**config.mk**
```make
export PLATFORM = sky130hd
export DESIGN_NAME = rdpp_ram
export DESIGN_NICKNAME = d
export VERILOG_FILES = /design/src/rtl/core/rdpp_ram.sv
export SDC_FILE = /design/constraint.sdc
export NUM_CORES = 1
export LEC_CHECK = 0
export ABC_AREA = 1
export ABC_CLOCK_PERIOD_IN_PS = 1200
export BUFFER_PORTS_ARGS = -buffer_cell sky130_fd_sc_hd__clkbuf_2
export CAP_MARGIN = 10
export CORE_AREA = 3 3 108 131
export DETAILED_ROUTE_END_ITERATION = 6
export DIE_AREA = 0 0 111 134
export SYNTH_ARGS = -nofsm -noshare
export SYNTH_HDL_FRONTEND = slang
export SYNTH_SLANG_ARGS = --single-unit
```
**constraint.sdc**
```tcl
create_clock -name clk -period 1.2 [get_ports clk]
set_input_delay 0.12 -clock clk [delete_from_list [all_inputs] [get_ports clk]]
set_output_delay 0.12 -clock clk [all_outputs]
set_load 0.05 [all_outputs]
```
**src/rtl/core/rdpp_ram.sv**
```systemverilog
// Generic single-write, single-read RAM with registered read data.
module rdpp_ram #(
  parameter int WIDTH = 8,
  parameter int DEPTH = 16
) (
  input  logic                                  clk,
  input  logic                                  we,
  input  logic [(DEPTH > 1 ? $clog2(DEPTH) : 1)-1:0] waddr,
  input  logic [WIDTH-1:0]                      wdata,
  input  logic [(DEPTH > 1 ? $clog2(DEPTH) : 1)-1:0] raddr,
  output logic [WIDTH-1:0]                      rdata
);

  logic [WIDTH-1:0] mem [DEPTH];
  logic [WIDTH-1:0] rdata_r;

  always_ff @(posedge clk) begin
    if (we) begin
      mem[waddr] <= wdata;
    end
    rdata_r <= mem[raddr];
  end

  assign rdata = rdata_r;

endmodule
```
* After elaboration in Yosys (flattened, before gate mapping) *
Memories as Yosys holds them, arrays and structs flattened. A register that Yosys moved wholly into a read port is not among the register bits.
Cells that the tools add are included.

word-level totals
  flip-flop bits (word level) = 0
  RAM bits = 128
  logic and storage cells = 3
  memories = 1

cells by class
  multiplexer cells = 2

memory list
  memory  words  bits a word  rd ports  clocked after Yosys merged registers in  write ports  line  RTL
  mem     16     8            1         1                                        1            14    logic [WIDTH-1:0] mem [DEPTH];

operator list
  operator  number
  $mux W1   2

* Logic depth before layout (Yosys ltp) *
  word-level depth = 2
  mapped depth = 8
  gate-level depth less buffers = 7

* Least setup slack after synthesis *
OpenSTA, ideal clock, no wires.

  path type = in2reg
  start point = in waddr[2] (netlist bit)
  end point = mem mem[10][0], enable pin
  library setup time = 370 ps
  data arrival time = 701 ps
  data required time = 830 ps
  slack = 129 ps
  stages on the path = 2
  cell sequence = nand3b_1 nor2_1

RTL lines
  element          line  RTL
  start, declared  8     input logic [(DEPTH > 1 ? $clog2(DEPTH) : 1)-1:0] waddr,
  end, declared    14

Straight into the memory's write port.

* Final worst setup path *
  start point = reg rdata_r[6] (netlist: rdata[6]) (read register of mem)
  end point = out rdata[6]

RTL lines
  element          line  RTL
  start, declared  15    logic [WIDTH-1:0] rdata_r;
  end, declared    11    output logic [WIDTH-1:0] rdata

No word-level cell between the ends.

==> out/metrics.cfg <==
[sta]
tightest_slew_ns = 0.444
relSlewSlack = 0.704
setup_viol = 0
hold_viol = 0
post-route-period-util = 0.974
final.setup.tns_ns = 0
fmax_ghz = 0.856
min_period_ns = 1.17
finClkSkew_ns = 0.00357
rsz0062_at_grt = false
drv_slew = 0

[hold_path]
min_to = rdata[1]
hold_path_class = input pin to flip-flop
min_from = raddr[3]
whs_path_depth = 3

[place]
placed_area_um2 = 6170
dp_hpwl_um = 8350
dpl.cell_count = 748
place.gp.congestion = 0.776
port_buffers = 25

[die]
start_util = 0.441
io_pins = 26
fp-row-count = 46
die_w_um = 111
die-area_um2 = 14900
core_um2 = 13100
die_h_um = 134

[synthesis]
synthesis.nets = 569
synth_top_area_frac = 0.667
synthArstFlopShare = 0
avgSynthCellArea_um2 = 10.5
synth_top_cells_by_count = nand2_1 (173), edfxtp_1 (128), inv_1 (100), nand3_1 (97), nor2_1 (17)
ys_ff_latch = 136
synth_flop_cell = edfxtp_1
yosysSeqAreaShare = 0.694
ys_warn_count = 0
syn_area_um2 = 5770
synthCells = 551
synth.area.top_cells = edfxtp_1 (67%), nand2_1 (11%), nand3_1 (8.4%), inv_1 (6.5%), dfxtp_1 (2.8%)
yosys.area.top_type = edfxtp_1
synth.most_common_cell = nand2_1
synth-edff-count = 128
yosysUniqueCellTypes = 12

[clock_network]
worstSkewPairLatency_ns = 0.41
holdBufCountCts = 0
cts_resized = 2
cts.reportedPaths.clkPinSlew_ns = 0.05
clock_sinks = 136
clockBufferDepth = 2
numCtsBuffers = 17
cts-root-buf = clkbuf_16
htree_levels = 4
postCtsSetupBuffers = 0
cts_tree = done

[finish]
area_growth_pct = 16.9
layout-drive-gt1-share = 0.129
stdcell_count = 780
nets = 617
utilization = 0.516
antenna_cells = 0
fin_area_um2 = 6740

[setup_path]
arrival_ns = 1.05
crit_family = flip-flops
worstReg2RegStart = mem[15][5]
critPathMaxStageDelay_ns = 0.35
reg2reg_to = rdata[5]
path_cells = clkbuf_2
cp_num_buf_inv = 1
reg2regPathDepth = 6
end_kind = output pin
start_kind = flip-flop
critPathSlowestCell = dfxtp_1
required_ns = 1.08
crit_type = flip-flop to output pin
r2r_slack_ns = 0.19
crit_path_max_fanout = 1

[detailed_routing]
routedWlPerCell_um = 16.8
ant_nets = 0
dr.pass1.iters = 4
drt_wl_total_um = 13100
remaining_drc_errors = 0
viasPerCell = 4.90
vias = 3823
drt_iter0_markers = 216

[power]
power_uw = 11100
p_leak_uw = 0.00295
p_per_area_nw_per_um2 = 1650
irDropWorstVdd_v = 0.000933

[global_route]
grt_pass1_wl_um = 20300
grt_use_met1 = 0.218
grt_overflow = 0
grt_max_degree = 42
use_met2 = 0.324
antenna_found_initial = 0
grt_usage = 0.185
top_usage_layer = met2
grt_pass1_vias = 3860
grtUsageMet3 = 0.0469

[flow_run]
maxCapViolCount = 0

[status]
status = complete, no violations

-- worst max-delay path by stage --
stage               startpoint         end  slack (ns)  depth (start not counted)
floorplan             waddr[2]  mem[10][0]        0.13                          2
global placement      raddr[0]    rdata[1]        0.02                          9
detailed placement    raddr[0]    rdata[1]        0.02                          9
CTS                   rdata[5]    rdata[5]      0.0003                          1
global route          rdata[0]    rdata[0]       0.002                          1
finish                rdata[6]    rdata[6]        0.03                          1
-- flip-flops by register name (all words and copies together) (netlist names) --
name	cells
mem	128
rdata	8
-- area by class of cell --
type / instances / area (um2)
inverters: 102 / 383
fillers: 1166 / 6320
repair buffers: 53 / 365
clock buffers: 19 / 433
flip-flops and latches: 136 / 4000
clock inverters: 13 / 135
multi-input cells: 289 / 1210
well taps: 168 / 210
-- kinds of logic (layout without fill, tap and decap cells) --
| logic type | after synthesis | count (layout) | share of synthesized area |
|---|---|---|---|
| buffers and inverters | 126 | 187 | 0.0952 |
| flip-flops | 136 | 136 | 0.694 |
| AND/OR/NAND/NOR | 289 | 289 | 0.210 |
-- where the power goes --
part	total [uW]	internal, uW	switching [uW]
sequential	5350	5310	37.9
clock	4990	3200	1790
combinational	771	211	559
-- routing by layer --
layer  up-vias  wire, um
met5         -         0
met4         0       323
met3        18       769
met2       103      6710
met1      1834      5280
li1       1868         -
-- layout by cell type (no fill, tap or decap) --
master / synthesis / final
bufinv_16: 0 / 3
clkinvlp_4: 0 / 1
inv_2: 2 / 2
clkbuf_4: 0 / 2
clkbuf_1: 0 / 2
nor2_1: 17 / 17
nand2_1: 173 / 173
dfxtp_1: 8 / 8
buf_4: 4 / 26
buf_12: 0 / 2
nand3b_1: 2 / 2
inv_1: 100 / 100
clkbuf_16: 0 / 17
edfxtp_1: 128 / 128
nand3_1: 97 / 97
clkbuf_2: 0 / 23
clkinv_2: 0 / 3
clkinv_1: 0 / 6
-- through the flow --
step / hold WS (ns) / setup slack [ns]
floorplan: 0.219 / 0.129
detailed placement: 0.525 / 0.0161
CTS: 0.0909 / 0.000345
finish: 0.106 / 0.0311
global placement: 0.522 / 0.0177
global route: 0.115 / 0.00213
(Power assumes the default switching activity.)
